<file path="config.mk">
export PLATFORM = sky130hd
export DESIGN_NAME = i2c_master_command_sequencer
export DESIGN_NICKNAME = d
export VERILOG_FILES = /design/src/imcs_pkg.sv /design/src/i2c_master_command_sequencer.sv /design/src/imcs_datapath.sv /design/src/imcs_controller.sv
export VERILOG_INCLUDE_DIRS = /design/src /design/src/src
export SDC_FILE = /design/constraint.sdc
export NUM_CORES = 1
export LEC_CHECK = 0
export BUFFER_PORTS_ARGS = -buffer_cell sky130_fd_sc_hd__buf_2
export CAP_MARGIN = 20
export CORE_MARGIN = 5
export CORE_UTILIZATION = 59
export CTS_CLUSTER_DIAMETER = 200
export CTS_CLUSTER_SIZE = 20
export DETAILED_ROUTE_END_ITERATION = 6
export PLACE_DENSITY = 0.82
export REMOVE_ABC_BUFFERS = 1
export SLEW_MARGIN = 25
export SYNTH_ARGS = -nofsm -noshare
export SYNTH_HDL_FRONTEND = slang
export SYNTH_SLANG_ARGS = --single-unit
</file>
<file path="constraint.sdc">
create_clock -name clock -period 12.31 [get_ports clock]
set_input_delay 1.231 -clock clock [delete_from_list [all_inputs] [get_ports clock]]
set_output_delay 1.231 -clock clock [all_outputs]
set_load 0.01 [all_outputs]
</file>
<file path="src/i2c_master_command_sequencer_defines.svh">
// Assertion macros for the I2C master command sequencer.
// Included by the RTL files that carry concurrent assertions.
`ifndef I2C_MASTER_COMMAND_SEQUENCER_DEFINES_SVH
`define I2C_MASTER_COMMAND_SEQUENCER_DEFINES_SVH
`ifndef SYNTHESIS
`define ASSERT_IMPL(label, clk, rst, ante, cons) \
   label: assert property (@(posedge clk) disable iff (rst) (ante) |-> (cons)) \
      else $error("assertion failed");
`define ASSERT_NEXT(label, clk, rst, ante, cons) \
   label: assert property (@(posedge clk) disable iff (rst) (ante) |=> (cons)) \
      else $error("assertion failed");
`else
`define ASSERT_IMPL(label, clk, rst, ante, cons)
`define ASSERT_NEXT(label, clk, rst, ante, cons)
`endif
`endif

</file>
<file path="src/imcs_pkg.sv">
// Package for the I2C master command sequencer: states, opcodes, event codes,
// and the controller/datapath interface structs. No dependencies.
`default_nettype none
package imcs_pkg;
   typedef enum logic [3:0] {
      ST_NULL = 4'd0, ST_FREE = 4'd1, ST_START = 4'd2, ST_ADDR = 4'd3,
      ST_TXMOD = 4'd4, ST_RXMOD = 4'd5, ST_RX = 4'd6, ST_TX = 4'd7,
      ST_STOP = 4'd8, ST_ERROR = 4'd9
   } state_type;

   localparam logic [2:0] OP_ADD = 3'd0;
   localparam logic [2:0] OP_WRITE = 3'd1;
   localparam logic [2:0] OP_START = 3'd2;
   localparam logic [2:0] OP_EVENT = 3'd3;
   localparam logic [2:0] OP_BUSERR = 3'd4;
   localparam logic [2:0] OP_REINIT = 3'd5;

   localparam logic [2:0] EV_START = 3'd0;
   localparam logic [2:0] EV_TXSEL = 3'd1;
   localparam logic [2:0] EV_RXSEL = 3'd2;
   localparam logic [2:0] EV_RXBYTE = 3'd3;
   localparam logic [2:0] EV_TXBYTE = 3'd4;

   localparam logic [1:0] ACK_NONE = 2'd0;
   localparam logic [1:0] ACK_ENABLE = 2'd1;
   localparam logic [1:0] ACK_DISABLE = 2'd2;
   localparam logic [1:0] KIND_NONE = 2'd0;
   localparam logic [1:0] KIND_ADDR = 2'd1;
   localparam logic [1:0] KIND_DATA = 2'd2;

   // status from datapath to controller
   typedef struct packed {
      logic q_full;
      logic q_empty;
      logic fill_ok;
      logic tx_more;
      logic rx_nonzero;
      logic rxl_le1;
      logic left_one;
      logic left_zero;
      logic tail;
      logic wd_trip;
   } dp_status_type;

   // commands from controller to datapath
   typedef struct packed {
      logic enqueue;
      logic stage;
      logic launch;
      logic reinit;
      logic wd_count;
      logic wd_clear;
      logic idx_clear;
      logic idx_inc;
      logic dir_set;
   } dp_cmd_type;
endpackage
`default_nettype wire

</file>
<file path="src/i2c_master_command_sequencer.sv">
// I2C master command sequencer.
// Channels: req_ (one command/event beat in), rsp_ (one result beat out per
// request beat), csr_ (event_limit write, reset value 100).
// Each request beat is processed combinationally when accepted; its result beat
// appears in the output register on the next cycle and one beat is produced
// for every request. A new request is accepted while the output register is
// empty or being taken in the same cycle, so the block sustains one beat per
// cycle; when the receiver stalls, the result beat holds and req_ready drops
// until it is taken.
// Reset is synchronous: queue empty, bus state null (reinit needed before
// start), watchdog counter zero, event_limit 100. Queue contents are
// undefined until written. The csr_ port is always ready and should only be
// written while idle.
// Depends on imcs_pkg, imcs_controller, imcs_datapath.
`default_nettype none
`include "i2c_master_command_sequencer_defines.svh"
module i2c_master_command_sequencer #(
   parameter int QUEUE_DEPTH = 8,
   parameter int MAX_WRITE_BYTES = 16
) (
   input  wire logic       clock,
   input  wire logic       reset,
   input  wire logic       req_valid,
   output logic            req_ready,
   input  wire logic [2:0] req_op,
   input  wire logic [7:0] req_slave_addr,
   input  wire logic [4:0] req_tx_len,
   input  wire logic [7:0] req_rx_len,
   input  wire logic       req_tail_flag,
   input  wire logic [7:0] req_data_byte,
   input  wire logic [2:0] req_event_code,
   output logic            rsp_valid,
   input  wire logic       rsp_ready,
   output logic            rsp_accepted,
   output logic            rsp_start_request,
   output logic            rsp_stop_request,
   output logic [1:0]      rsp_ack_action,
   output logic [1:0]      rsp_byte_kind,
   output logic [7:0]      rsp_byte_out,
   output logic            rsp_rx_store,
   output logic [7:0]      rsp_rx_index,
   output logic [7:0]      rsp_rx_byte,
   output logic            rsp_task_done,
   output logic [3:0]      rsp_bus_state,
   input  wire logic       csr_valid,
   output logic            csr_ready,
   input  wire logic [7:0] csr_data
);
   import imcs_pkg::*;
   logic step;
   dp_cmd_type cmd;
   dp_status_type status;
   logic [7:0] limit_ff, addr_byte, data_out, rx_idx;
   logic acc, sreq, preq, sel_addr, rxs, done;
   logic [1:0] ack, kind;
   state_type st_next;
   logic valid_ff;
   logic data_sel_ff;
   logic [7:0] byte_ff;

   assign req_ready = !valid_ff || rsp_ready;
   assign step = req_valid && req_ready;
   assign csr_ready = 1'b1;
   assign rsp_valid = valid_ff;
   assign rsp_byte_out = data_sel_ff ? data_out : byte_ff;

   always_ff @(posedge clock) begin
      if (reset) begin
         limit_ff <= 8'd100;
      end else if (csr_valid) begin
         limit_ff <= csr_data;
      end
   end

   imcs_controller u_ctrl (
      .clock(clock), .reset(reset), .step(step), .op(req_op),
      .event_code(req_event_code), .status(status), .cmd(cmd),
      .accepted(acc), .start_req(sreq), .stop_req(preq), .ack_action(ack),
      .byte_kind(kind), .sel_addr(sel_addr), .rx_store(rxs),
      .task_done(done), .state_next(st_next)
   );

   imcs_datapath #(.QUEUE_DEPTH(QUEUE_DEPTH), .MAX_WRITE_BYTES(MAX_WRITE_BYTES)) u_dp (
      .clock(clock), .reset(reset), .step(step), .cmd(cmd), .status(status),
      .slave_addr(req_slave_addr), .tx_len(req_tx_len), .rx_len(req_rx_len),
      .tail_flag(req_tail_flag), .data_byte(req_data_byte),
      .event_limit(limit_ff), .addr_byte(addr_byte), .data_out(data_out),
      .rx_idx(rx_idx)
   );

   always_ff @(posedge clock) begin
      if (reset) begin
         valid_ff <= 1'b0;
      end else if (step) begin
         valid_ff <= 1'b1;
      end else if (rsp_ready) begin
         valid_ff <= 1'b0;
      end
   end

   always_ff @(posedge clock) begin
      if (step) begin
         rsp_accepted <= acc;
         rsp_start_request <= sreq;
         rsp_stop_request <= preq;
         rsp_ack_action <= ack;
         rsp_byte_kind <= kind;
         data_sel_ff <= (kind == KIND_DATA);
         byte_ff <= sel_addr ? addr_byte : 8'd0;
         rsp_rx_store <= rxs;
         rsp_rx_index <= rxs ? rx_idx : 8'd0;
         rsp_rx_byte <= rxs ? req_data_byte : 8'd0;
         rsp_task_done <= done;
         rsp_bus_state <= st_next;
      end
   end

   `ASSERT_NEXT(a_step_valid, clock, reset, step, rsp_valid)
   `ASSERT_IMPL(a_stall_block, clock, reset, rsp_valid && !rsp_ready, !req_ready)
   `ASSERT_NEXT(a_hold, clock, reset, rsp_valid && !rsp_ready, $stable(rsp_bus_state))
endmodule
`default_nettype wire

</file>
<file path="src/imcs_datapath.sv">
// Datapath: command queue, staged write-byte memory, current command, byte
// index and watchdog counter. Depends on imcs_pkg.
`default_nettype none
module imcs_datapath #(
   parameter int QUEUE_DEPTH = 8,
   parameter int MAX_WRITE_BYTES = 16
) (
   input  wire logic                   clock,
   input  wire logic                   reset,
   input  wire logic                   step,
   input  wire imcs_pkg::dp_cmd_type   cmd,
   output imcs_pkg::dp_status_type     status,
   input  wire logic [7:0]             slave_addr,
   input  wire logic [4:0]             tx_len,
   input  wire logic [7:0]             rx_len,
   input  wire logic                   tail_flag,
   input  wire logic [7:0]             data_byte,
   input  wire logic [7:0]             event_limit,
   output logic [7:0]                  addr_byte,
   output logic [7:0]                  data_out,
   output logic [7:0]                  rx_idx
);
   import imcs_pkg::*;
   localparam int QW = (QUEUE_DEPTH > 1) ? $clog2(QUEUE_DEPTH) : 1;
   localparam int CW = $clog2(QUEUE_DEPTH + 1);
   localparam int FW = $clog2(MAX_WRITE_BYTES + 1);
   localparam int MW = (QUEUE_DEPTH * MAX_WRITE_BYTES > 1) ?
                       $clog2(QUEUE_DEPTH * MAX_WRITE_BYTES) : 1;

   typedef struct packed {
      logic [7:0]    addr;
      logic [FW-1:0] txl;
      logic [7:0]    rxl;
      logic          tail;
      logic [QW-1:0] slot;
   } hdr_type;

   hdr_type hdr_mem [QUEUE_DEPTH];
   logic [7:0] byte_mem [QUEUE_DEPTH * MAX_WRITE_BYTES];

   logic [QW-1:0] head_ff, head_in;
   logic [CW-1:0] count_ff, count_in;
   logic [FW-1:0] fill_ff, fill_in;
   hdr_type cur_ff, cur_in;
   logic [7:0] idx_ff, idx_in;
   logic dir_ff, dir_in;
   logic [7:0] wd_ff, wd_in;
   logic [QW-1:0] tail_slot;
   logic [QW:0] tail_sum;
   logic [FW-1:0] txl_sat;
   hdr_type new_hdr;
   logic [MW-1:0] wr_addr, rd_addr;
   logic [7:0] rd_ff;
   logic rd_ok_ff;
   logic [7:0] idx_nx;
   logic [8:0] left;

   assign tail_sum = {1'b0, head_ff} + (QW+1)'(count_ff);
   assign tail_slot = (tail_sum >= (QW+1)'(QUEUE_DEPTH)) ?
                      QW'(tail_sum - (QW+1)'(QUEUE_DEPTH)) : QW'(tail_sum);
   assign txl_sat = ({3'b0, tx_len} > 8'(MAX_WRITE_BYTES)) ?
                    FW'(MAX_WRITE_BYTES) : FW'(tx_len);
   assign new_hdr = '{addr: slave_addr, txl: txl_sat, rxl: rx_len,
                      tail: tail_flag, slot: tail_slot};
   assign wr_addr = MW'(tail_slot * MAX_WRITE_BYTES) + MW'(fill_ff);
   assign rd_addr = MW'(cur_ff.slot * MAX_WRITE_BYTES) + MW'(idx_ff);
   assign idx_nx = idx_ff + 8'd1;
   assign left = {1'b0, cur_ff.rxl} - {1'b0, idx_nx};

   always_comb begin
      status.q_full = (count_ff == CW'(QUEUE_DEPTH));
      status.q_empty = (count_ff == '0);
      status.fill_ok = (fill_ff < FW'(MAX_WRITE_BYTES));
      status.tx_more = (8'(cur_ff.txl) > idx_ff);
      status.rx_nonzero = (cur_ff.rxl != 8'd0);
      status.rxl_le1 = (cur_ff.rxl <= 8'd1);
      status.left_one = (left == 9'd1);
      status.left_zero = (left == 9'd0);
      status.tail = cur_ff.tail;
      status.wd_trip = (wd_ff >= event_limit);
   end

   assign addr_byte = {cur_ff.addr[7:1], dir_ff};
   assign data_out = rd_ok_ff ? rd_ff : 8'd0;
   assign rx_idx = idx_ff;

   always_comb begin
      head_in = head_ff;
      count_in = count_ff;
      fill_in = fill_ff;
      cur_in = cur_ff;
      idx_in = idx_ff;
      dir_in = dir_ff;
      wd_in = wd_ff;
      if (cmd.wd_count) begin
         wd_in = wd_ff + 8'd1;
      end
      if (cmd.wd_clear) begin
         wd_in = '0;
      end
      if (cmd.idx_inc) begin
         idx_in = idx_nx;
      end
      if (cmd.idx_clear) begin
         idx_in = '0;
      end
      if (cmd.dir_set) begin
         dir_in = 1'b1;
      end
      if (cmd.enqueue) begin
         count_in = count_ff + CW'(1);
         fill_in = '0;
      end
      if (cmd.stage) begin
         fill_in = fill_ff + FW'(1);
      end
      if (cmd.launch) begin
         cur_in = hdr_mem[head_ff];
         head_in = (head_ff == QW'(QUEUE_DEPTH - 1)) ? '0 : head_ff + QW'(1);
         count_in = count_ff - CW'(1);
         idx_in = '0;
         dir_in = (hdr_mem[head_ff].txl == '0);
      end
      if (cmd.reinit) begin
         head_in = '0;
         count_in = '0;
         fill_in = '0;
      end
   end

   always_ff @(posedge clock) begin
      if (reset) begin
         head_ff <= '0;
         count_ff <= '0;
         fill_ff <= '0;
         cur_ff <= '0;
         idx_ff <= '0;
         dir_ff <= 1'b0;
         wd_ff <= '0;
      end else if (step) begin
         head_ff <= head_in;
         count_ff <= count_in;
         fill_ff <= fill_in;
         cur_ff <= cur_in;
         idx_ff <= idx_in;
         dir_ff <= dir_in;
         wd_ff <= wd_in;
      end
   end

   always_ff @(posedge clock) begin
      if (step) begin
         rd_ff <= byte_mem[rd_addr];
         rd_ok_ff <= (idx_ff < 8'(MAX_WRITE_BYTES));
         if (cmd.enqueue) begin
            hdr_mem[tail_slot] <= new_hdr;
         end
         if (cmd.stage) begin
            byte_mem[wr_addr] <= data_byte;
         end
      end
   end
endmodule
`default_nettype wire

</file>
<file path="src/imcs_controller.sv">
// Controller: bus state machine, decodes ops and bus events into datapath
// commands and the result beat. Depends on imcs_pkg and the defines header.
`default_nettype none
`include "i2c_master_command_sequencer_defines.svh"
module imcs_controller (
   input  wire logic                   clock,
   input  wire logic                   reset,
   input  wire logic                   step,
   input  wire logic [2:0]             op,
   input  wire logic [2:0]             event_code,
   input  wire imcs_pkg::dp_status_type status,
   output imcs_pkg::dp_cmd_type        cmd,
   output logic                        accepted,
   output logic                        start_req,
   output logic                        stop_req,
   output logic [1:0]                  ack_action,
   output logic [1:0]                  byte_kind,
   output logic                        sel_addr,
   output logic                        rx_store,
   output logic                        task_done,
   output imcs_pkg::state_type         state_next
);
   import imcs_pkg::*;
   state_type state_ff, state_in, st;
   logic do_launch, do_complete;

   always_ff @(posedge clock) begin
      if (reset) begin
         state_ff <= ST_NULL;
      end else if (step) begin
         state_ff <= state_in;
      end
   end

   always_comb begin
      cmd = '0;
      accepted = 1'b0;
      start_req = 1'b0;
      stop_req = 1'b0;
      ack_action = ACK_NONE;
      byte_kind = KIND_NONE;
      sel_addr = 1'b0;
      rx_store = 1'b0;
      task_done = 1'b0;
      do_launch = 1'b0;
      do_complete = 1'b0;
      st = state_ff;
      case (op)
         OP_ADD: begin
            if (!status.q_full) begin
               cmd.enqueue = 1'b1;
               accepted = 1'b1;
            end
         end
         OP_WRITE: begin
            if (!status.q_full && status.fill_ok) begin
               cmd.stage = 1'b1;
               accepted = 1'b1;
            end
         end
         OP_START: begin
            if (state_ff == ST_FREE && !status.q_empty) begin
               do_launch = 1'b1;
               accepted = 1'b1;
            end
         end
         OP_EVENT: begin
            if (status.wd_trip) begin
               st = ST_ERROR;
               cmd.wd_clear = 1'b1;
            end else begin
               cmd.wd_count = 1'b1;
            end
            case (event_code)
               EV_START: begin
                  st = ST_ADDR;
                  cmd.idx_clear = 1'b1;
                  byte_kind = KIND_ADDR;
                  sel_addr = 1'b1;
               end
               EV_TXSEL: begin
                  st = ST_TXMOD;
                  byte_kind = KIND_DATA;
                  cmd.idx_inc = 1'b1;
               end
               EV_RXSEL: begin
                  st = ST_RXMOD;
                  if (status.rxl_le1) begin
                     ack_action = ACK_DISABLE;
                     stop_req = 1'b1;
                  end
               end
               EV_RXBYTE: begin
                  st = ST_RX;
                  rx_store = 1'b1;
                  cmd.idx_inc = 1'b1;
                  if (status.left_one) begin
                     ack_action = ACK_DISABLE;
                     stop_req = 1'b1;
                  end else if (status.left_zero) begin
                     do_complete = 1'b1;
                  end
               end
               EV_TXBYTE: begin
                  if (status.tx_more) begin
                     st = ST_TX;
                     byte_kind = KIND_DATA;
                     cmd.idx_inc = 1'b1;
                  end else if (status.rx_nonzero) begin
                     st = ST_START;
                     cmd.idx_clear = 1'b1;
                     cmd.dir_set = 1'b1;
                     start_req = 1'b1;
                  end else begin
                     stop_req = 1'b1;
                     do_complete = 1'b1;
                  end
               end
               default: begin
               end
            endcase
         end
         OP_BUSERR: begin
            st = ST_ERROR;
         end
         OP_REINIT: begin
            cmd.reinit = 1'b1;
            st = ST_FREE;
         end
         default: begin
         end
      endcase
      if (do_complete) begin
         cmd.wd_clear = 1'b1;
         cmd.wd_count = 1'b0;
         task_done = status.tail;
         st = ST_STOP;
         if (status.q_empty) begin
            st = ST_FREE;
         end else begin
            do_launch = 1'b1;
         end
      end
      if (do_launch) begin
         cmd.launch = 1'b1;
         cmd.idx_inc = 1'b0;
         st = ST_START;
         ack_action = ACK_ENABLE;
         start_req = 1'b1;
      end
      state_in = st;
      state_next = st;
   end

   `ASSERT_IMPL(a_launch_start, clock, reset, cmd.launch, start_req)
   `ASSERT_IMPL(a_done_stop, clock, reset, task_done, cmd.wd_clear)
   `ASSERT_IMPL(a_store_rx, clock, reset, rx_store, state_next != ST_ERROR)
endmodule
`default_nettype wire

</file>
==> results.py, run 1 <==
metrics = {
    "setup_path": {
        "cpLargestDelayFamily": "compound AO/OA/AOI/OAI gates",
        "crit_path_top_delay_cell": "dfxtp_4",
        "cp-start-kind": "register",
        "worst_path_most_repeated_cell": "a21oi_1",
        "worst_setup_path_end_kind": "register",
        "path_cells": "inv_1, nor3_1, and3_1, xnor2_1, ha_1, a21oi_1, a21oi_1, nor4_1, nand4_1, a2111oi_2, o21ai_1, a21oi_1, ha_1, a21o_1, a21oi_1, nor2_1, mux2i_1, nand4_1",
        "critPathKind": "reg2reg",
        "critPathArrivalTime_ps": 6360,
        "crit_required_ps": 12830,
        "slowest_delay_ps": 880,
        "cp_max_fo": 55,
        "cp_num_buf_inv": 1,
    },
    "clock_tree": {
        "clock_latency_ps": 650,
        "cts_buffers": 76,
        "cts.sinks": 1332,
        "cts_hold_buf": 0,
        "root_buffer": "clkbuf_16",
        "post_cts_buffers": 0,
        "path_clk_slew_ps": 90,
        "htree_levels": 3,
        "cts_resized": 0,
        "cts_buffer_depth": 3,
        "cts_tree": "done",
    },
    "detailed_routing": {
        "wl_per_cell_um": 31.00,
        "drt_iter0_markers": 3516,
        "wl_mm": 117.8,
        "route.detailed.drc": 0,
        "firstDrtPassIters": 6,
        "antenna_left": 0,
        "viasPerCell": 6.821,
        "vias": 25930,
    },
    "logic_synthesis": {
        "synth_top_family_by_area": "multiplexers",
        "syn_inst": 2531,
        "synth_flop_cell": "edfxtp_1",
        "synthMuxAreaShare_pct": 17.71,
        "synth_area_um2": 52660,
        "synth-xor-area-share_pct": 0.3992,
        "avgSynthCellArea_um2": 20.81,
        "ys_warn_count": 0,
        "synth-edff-count": 1263,
        "synth_cell_type_count": 67,
        "async_flop_share_pct": 0,
        "synth-seq-area-share_pct": 74.64,
        "synth_compound_area_share_pct": 1.544,
        "synth-simple-area-share_pct": 3.409,
        "ys_seq_elements": 1332,
        "synthAdderAreaFrac_pct": 0.9124,
    },
    "power": {
        "p_leak_nw": 16.89,
        "power_density_nw_per_um2": 135.0,
        "design_power_total_mw": 7.633,
        "vdd_drop_max_v": 0.0001071,
    },
    "status": {
        "status": "finished clean",
    },
    "flow_run": {
        "cap_violations": 0,
    },
    "sta": {
        "drv_slew": 0,
        "finalCritPeriodShare_pct": 47.46,
        "setup_violations": 0,
        "worst_slack_ps": 6468,
        "finalCriticalPeriod_ps": 5842,
        "tightest_slew_ps": 1078,
        "fin_setup_tns_ps": 0,
        "hold_slack_ps": 494.4,
        "fin_skew_ps": 29.91,
        "timing.fmax_mhz": 171.2,
        "max_slew_margin_pct": 28.13,
        "rsz0062_at_grt": "no",
        "hold_viol_final": 0,
    },
    "die": {
        "die_w_um": 308.8,
        "start_util_pct": 59.50,
        "dieArea_um2": 95330,
        "core_um2": 88510,
        "die_h_um": 308.8,
        "ios": 89,
        "num_rows": 109,
    },
    "finish": {
        "finalNonFillerCells": 3801,
        "final_util_pct": 63.86,
        "nNetsFinal": 2692,
        "syn_to_final_growth_pct": 7.337,
        "final_cell_area_um2": 56530,
        "drive_above_1_share_pct": 24.67,
    },
    "place": {
        "dp.cells": 3691,
        "port-buffer-count": 86,
        "hpwlAfterDp_mm": 68.06,
        "gp_congestion": 0.8815,
        "place_area_um2": 54380,
        "place_ws_ps": 6357,
    },
    "grt": {
        "grt_pass1_vias": 25990,
        "grt_max_degree": 102,
        "overflow": 0,
        "grt_pass1_wl_mm": 175.3,
        "track_usage_pct": 24.93,
        "antenna_found_initial": 4,
    },
    "worst_hold_path": {
        "hold_class": "reg2reg",
    },
}
-- cells in the mapped netlist, types with 10 or more instances --
cell	n	area share, %
a21oi_1	25	0.24
and2_1	30	0.36
buf_1	18	0.13
buf_2	26	0.25
clkbuf_1	77	0.55
dfxtp_1	69	2.6
edfxtp_1	1263	72
ha_1	32	0.76
inv_1	44	0.31
mux2_2	31	0.66
mux2i_1	33	0.63
mux4_2	384	16
nand2_1	62	0.44
nand3_1	28	0.27
nand4_1	10	0.12
nor2_1	196	1.4
nor2b_1	15	0.18
nor3_1	17	0.16
o21ai_0	30	0.29
xnor2_1	15	0.25
-- routing by layer --
metal	part of all wire (%)	vias to the layer above	track usage, %
met5	0.018	-	0
met4	3.0	4	7.504
met3	10	212	4.163
met2	51	1725	41.24
met1	36	13500	35.19
li1	-	10490	-
-- cells in the final DEF (no fill, tap or decap), types with 6 or more instances in the layout --
cell type / Yosys / layout
mux4_2: 384 / 384
dfxtp_1: 69 / 63
nor2b_1: 15 / 15
inv_1: 44 / 44
mux2_2: 31 / 31
ha_1: 32 / 31
nand4_1: 10 / 10
o21ai_0: 30 / 30
and3_1: 7 / 7
clkbuf_16: 0 / 76
nor2_1: 196 / 192
and2_1: 30 / 30
mux2i_1: 33 / 33
buf_2: 26 / 78
nand3_1: 28 / 26
nor3_1: 17 / 13
nand2b_1: 9 / 9
nand2_1: 62 / 58
clkbuf_1: 77 / 27
edfxtp_1: 1263 / 1263
xor2_1: 9 / 9
buf_4: 2 / 39
xnor2_1: 15 / 14
a21oi_1: 25 / 25
nor4_1: 6 / 6
-- cells by family after synthesis --
kind of cell / count (synthesis)
DFF: 1332
muxes: 448
and+or+nand+nor: 396
buffers and inverters: 173
AOI/OAI and AO/OA: 121
adders and majority gates: 36
xor gates and xnor gates: 24
other: 1
-- power breakdown --
part	internal (mW)	leakage, nW	switching (mW)
registers	4.96	11.9	0.00759
logic	0.0429	3.98	0.123
clock network	1.14	0.984	1.36
-- flip-flops by register name (all words and copies together) (netlist names), 2 cells and up, named ones only --
| signal | flops |
|---|---|
| u_dp.addr_byte | 7 |
| limit_ff | 8 |
| u_dp.cur_ff | 16 |
| u_dp.fill_ff | 5 |
| rsp_ack_action | 2 |
| u_ctrl.state_ff | 4 |
| u_dp.rx_idx | 8 |
| byte_ff | 8 |
| u_dp.head_ff | 3 |
| u_dp.wd_ff | 8 |
| u_dp.rd_ff | 8 |
| rsp_rx_index | 8 |
| u_dp.hdr_mem | 192 |
| rsp_byte_kind | 2 |
| rsp_rx_byte | 8 |
| rsp_bus_state | 4 |
| u_dp.count_ff | 4 |
| u_dp.byte_mem | 1024 |
-- path summary, 6_finish.rpt --
check	from	to	slack, ps	depth (start not counted)
setup / recovery	u_dp.rx_idx[1]$_SDFFE_PP0P_	u_dp.count_ff[3]$_SDFFE_PP0P_	6470	18
setup reg to reg	u_dp.rx_idx[1]$_SDFFE_PP0P_	u_dp.count_ff[3]$_SDFFE_PP0P_	6470	18
hold reg to reg	u_dp.dir_ff$_SDFFE_PP0P_	u_dp.dir_ff$_SDFFE_PP0P_	490	2
hold / removal	u_dp.dir_ff$_SDFFE_PP0P_	u_dp.dir_ff$_SDFFE_PP0P_	490	2
-- tightest hold or removal path: cells and delay by family (launching register included) --
family	cells	cell delay (ps)
AO/OA/AOI/OAI	1	70
buffers and inverters	1	70
flip-flops	1	300
-- cell type report --
cell class / count / area, um^2
Fill cell: 5498 / 31990
Antenna cell: 1 / 2.502
Clock inverter: 3 / 33.78
Sequential cell: 1332 / 39330
Multi-Input combinational cell: 1026 / 12710
Timing Repair Buffer: 125 / 822.0
Inverter: 46 / 172.7
Tap cell: 1165 / 1458
Clock buffer: 103 / 2003
(Power assumes the default switching activity.)
==> inputs of run 2 (changes only) <==
--- a/config.mk
+++ b/config.mk
@@ -9,7 +9,7 @@
 export BUFFER_PORTS_ARGS = -buffer_cell sky130_fd_sc_hd__buf_2
 export CAP_MARGIN = 20
 export CORE_MARGIN = 5
-export CORE_UTILIZATION = 59
+export CORE_UTILIZATION = 56
 export CTS_CLUSTER_DIAMETER = 200
 export CTS_CLUSTER_SIZE = 20
 export DETAILED_ROUTE_END_ITERATION = 6
==> constraint.sdc (replaced) <==
create_clock -name clock -period 5.3 [get_ports clock]
set_input_delay 0.53 -clock clock [delete_from_list [all_inputs] [get_ports clock]]
set_output_delay 0.53 -clock clock [all_outputs]
set_load 0.01 [all_outputs]
==> run 2 against run 1 <==
Net effect: the flow now finishes with violations (design-rule violations); design area up 0.78%; hold slack worse by 390 ps; core utilization down 2.8 points; register-to-register slack worse by 5900 ps; largest cell class unchanged.
==> results.py, run 2 (same netlist as run 1, synthesis figures left out) <==
metrics = {
    "grt": {
        "grt_pass1_wl_mm": 176.6,
        "overflow": 0,
        "grt_max_degree": 125,
        "grt_pass1_vias": 26390,
        "track_usage_pct": 23.92,
        "antenna_found_initial": 2,
    },
    "finish": {
        "final_cell_mix": "edfxtp_1, mux4_2, nor2_1",
        "final_util_pct": 61.04,
        "largest_reg_flops": 1024,
        "largest_register": "u_dp.byte_mem",
        "multi_input_area_um2": 12690,
        "regArea_um2": 39320,
        "drive_above_1_share_pct": 25.35,
        "nNetsFinal": 2719,
        "syn_to_final_growth_pct": 8.171,
        "fillerInstances": 6089,
        "biggestRegsByFlops": "u_dp.byte_mem x1024, u_dp.hdr_mem x192, u_dp.cur_ff x16",
        "layout_commonest_cell": "edfxtp_1",
    },
    "setup_path": {
        "critPathKind": "reg2reg",
        "timing.rr.start": "u_dp.rx_idx[0]$_SDFFE_PP0P_",
        "r2r_cells": 21,
        "crit_required_ps": 5830,
        "critPathArrivalTime_ps": 5270,
        "rrSetupSlack_ps": 560,
        "worst_setup_path_end_kind": "register",
        "cp_max_fo": 6,
        "cp-start-kind": "register",
        "r2r-end": "u_dp.count_ff[3]$_SDFFE_PP0P_",
    },
    "detailed_routing": {
        "firstDrtPassIters": 7,
        "route.detailed.drc": 1,
        "antenna_left": 0,
        "viasPerCell": 6.608,
        "drt_iter0_markers": 3800,
        "wl_per_cell_um": 30.40,
        "vias": 25920,
        "wl_mm": 119.2,
    },
    "worst_hold_path": {
        "hold_start": "req_data_byte[7]",
        "holdPathStages": 1,
        "holdPathEnd": "u_dp.byte_mem[122][7]$_DFFE_PP_",
        "hold_class": "in2reg",
    },
    "die": {
        "start_util_pct": 56.43,
        "num_rows": 112,
        "core_um2": 93330,
        "die_w_um": 316.7,
        "dieArea_um2": 100300,
        "die_h_um": 316.7,
        "ios": 89,
    },
    "clock_tree": {
        "path_clk_slew_ps": 90,
        "post_cts_buffers": 0,
        "cts.sinks": 1332,
        "cts_resized": 0,
        "root_buffer": "clkbuf_16",
        "cts_buffers": 76,
        "clock_latency_ps": 660,
        "cts_tree": "done",
        "cts_buffer_depth": 3,
        "htree_levels": 3,
        "cts_hold_buf": 0,
    },
    "sta": {
        "fin_skew_ps": 23.14,
        "rsz0062_at_grt": "no",
        "tightest_slew_ps": 1061,
        "finalCritPeriodShare_pct": 89.46,
        "hold_viol_final": 0,
        "fin_setup_tns_ps": 0,
        "timing.fmax_mhz": 210.9,
        "finalCriticalPeriod_ps": 4741,
        "setup_violations": 0,
        "drv_slew": 0,
        "max_slew_margin_pct": 29.26,
        "hold_slack_ps": 104.9,
    },
    "place": {
        "hpwlAfterDp_mm": 69.04,
        "gp_congestion": 0.9399,
        "port-buffer-count": 86,
    },
    "power": {
        "power_density_nw_per_um2": 313.9,
        "p_leak_nw": 17.08,
        "vdd_drop_max_v": 0.0002442,
    },
    "status": {
        "violations": "design-rule violations",
        "status": "finished with violations",
    },
    "flow_run": {
        "cap_violations": 0,
    },
}
==> run 2: final cells by class <==
| type | count | area share [%] |
|---|---|---|
| diodes | 1 | 0.004393 |
| clock buffers | 104 | 3.560 |
| clock inverters | 7 | 0.2043 |
| inverters | 46 | 0.3031 |
| multi-input cells | 1026 | 22.28 |
| flip-flops and latches | 1332 | 69.03 |
| well taps | 1254 | 2.754 |
| repair buffers | 152 | 1.858 |
==> run 2: critical path, stage by stage (launching register included) <==
cell	delay [ps]
dfxtp_4	360
inv_1	50
nor3_1	210
buf_4	170
and3_1	240
nand3_1	110
xnor2_1	170
ha_1	340
nand2b_1	160
a21oi_1	50
nor4_1	300
nand4_1	220
a2111oi_2	550
o21ai_1	250
a21oi_1	190
buf_4	160
ha_1	220
a21o_1	180
a21oi_1	320
nor2_1	130
mux2i_1	150
nand4_1	100
==> run 2: where the power goes <==
| group | leakage [nW] | internal, mW | switching (mW) |
|---|---|---|---|
| sequential | 11.9 | 11.5 | 0.0141 |
| combinational | 4.12 | 0.0993 | 0.286 |
| clock | 1.03 | 2.71 | 3.25 |
| total | 17.1 | 14.3 | 3.56 |
==> run 2: metal layers <==
metal,GRT usage (%),vias up,routed length [um]
met3,4.346,228,10990
met2,40.68,1603,61700
met5,0,-,11
met4,7.019,2,3548
met1,32.37,13540,42970
li1,-,10540,-
==> run 2: worst max path at each step <==
stage,slack [ps],depth (start not counted),start,end
detailed placement,760,21,u_dp.rx_idx[0]$_SDFFE_PP0P_,u_dp.count_ff[3]$_SDFFE_PP0P_
CTS,720,21,u_dp.rx_idx[0]$_SDFFE_PP0P_,u_dp.count_ff[3]$_SDFFE_PP0P_
global placement,780,21,u_dp.rx_idx[0]$_SDFFE_PP0P_,u_dp.count_ff[3]$_SDFFE_PP0P_
global route,300,21,u_dp.rx_idx[0]$_SDFFE_PP0P_,u_dp.count_ff[3]$_SDFFE_PP0P_
floorplan,-11410,13,u_dp.rx_idx[0]$_SDFFE_PP0P_,u_dp.cur_ff[16]$_SDFFE_PP0P_
finish,560,21,u_dp.rx_idx[0]$_SDFFE_PP0P_,u_dp.count_ff[3]$_SDFFE_PP0P_
==> run 2: metrics by stage <==
stage / instances / cell area [um^2] / setup WS [ps] / power, mW
3_3_place_gp: 3807 / 54720 / 777.9 / 12.12
6_report: 3922 / 56960 / 558.5 / 17.88
5_1_grt: 3922 / 56960 / 296.4 / 18.44
3_5_place_dp: 3807 / 54720 / 760.2 / 12.15
4_1_cts: 3918 / 56860 / 724.1 / 17.96
2_1_floorplan: 2404 / 52110 / -11410 / 11.92
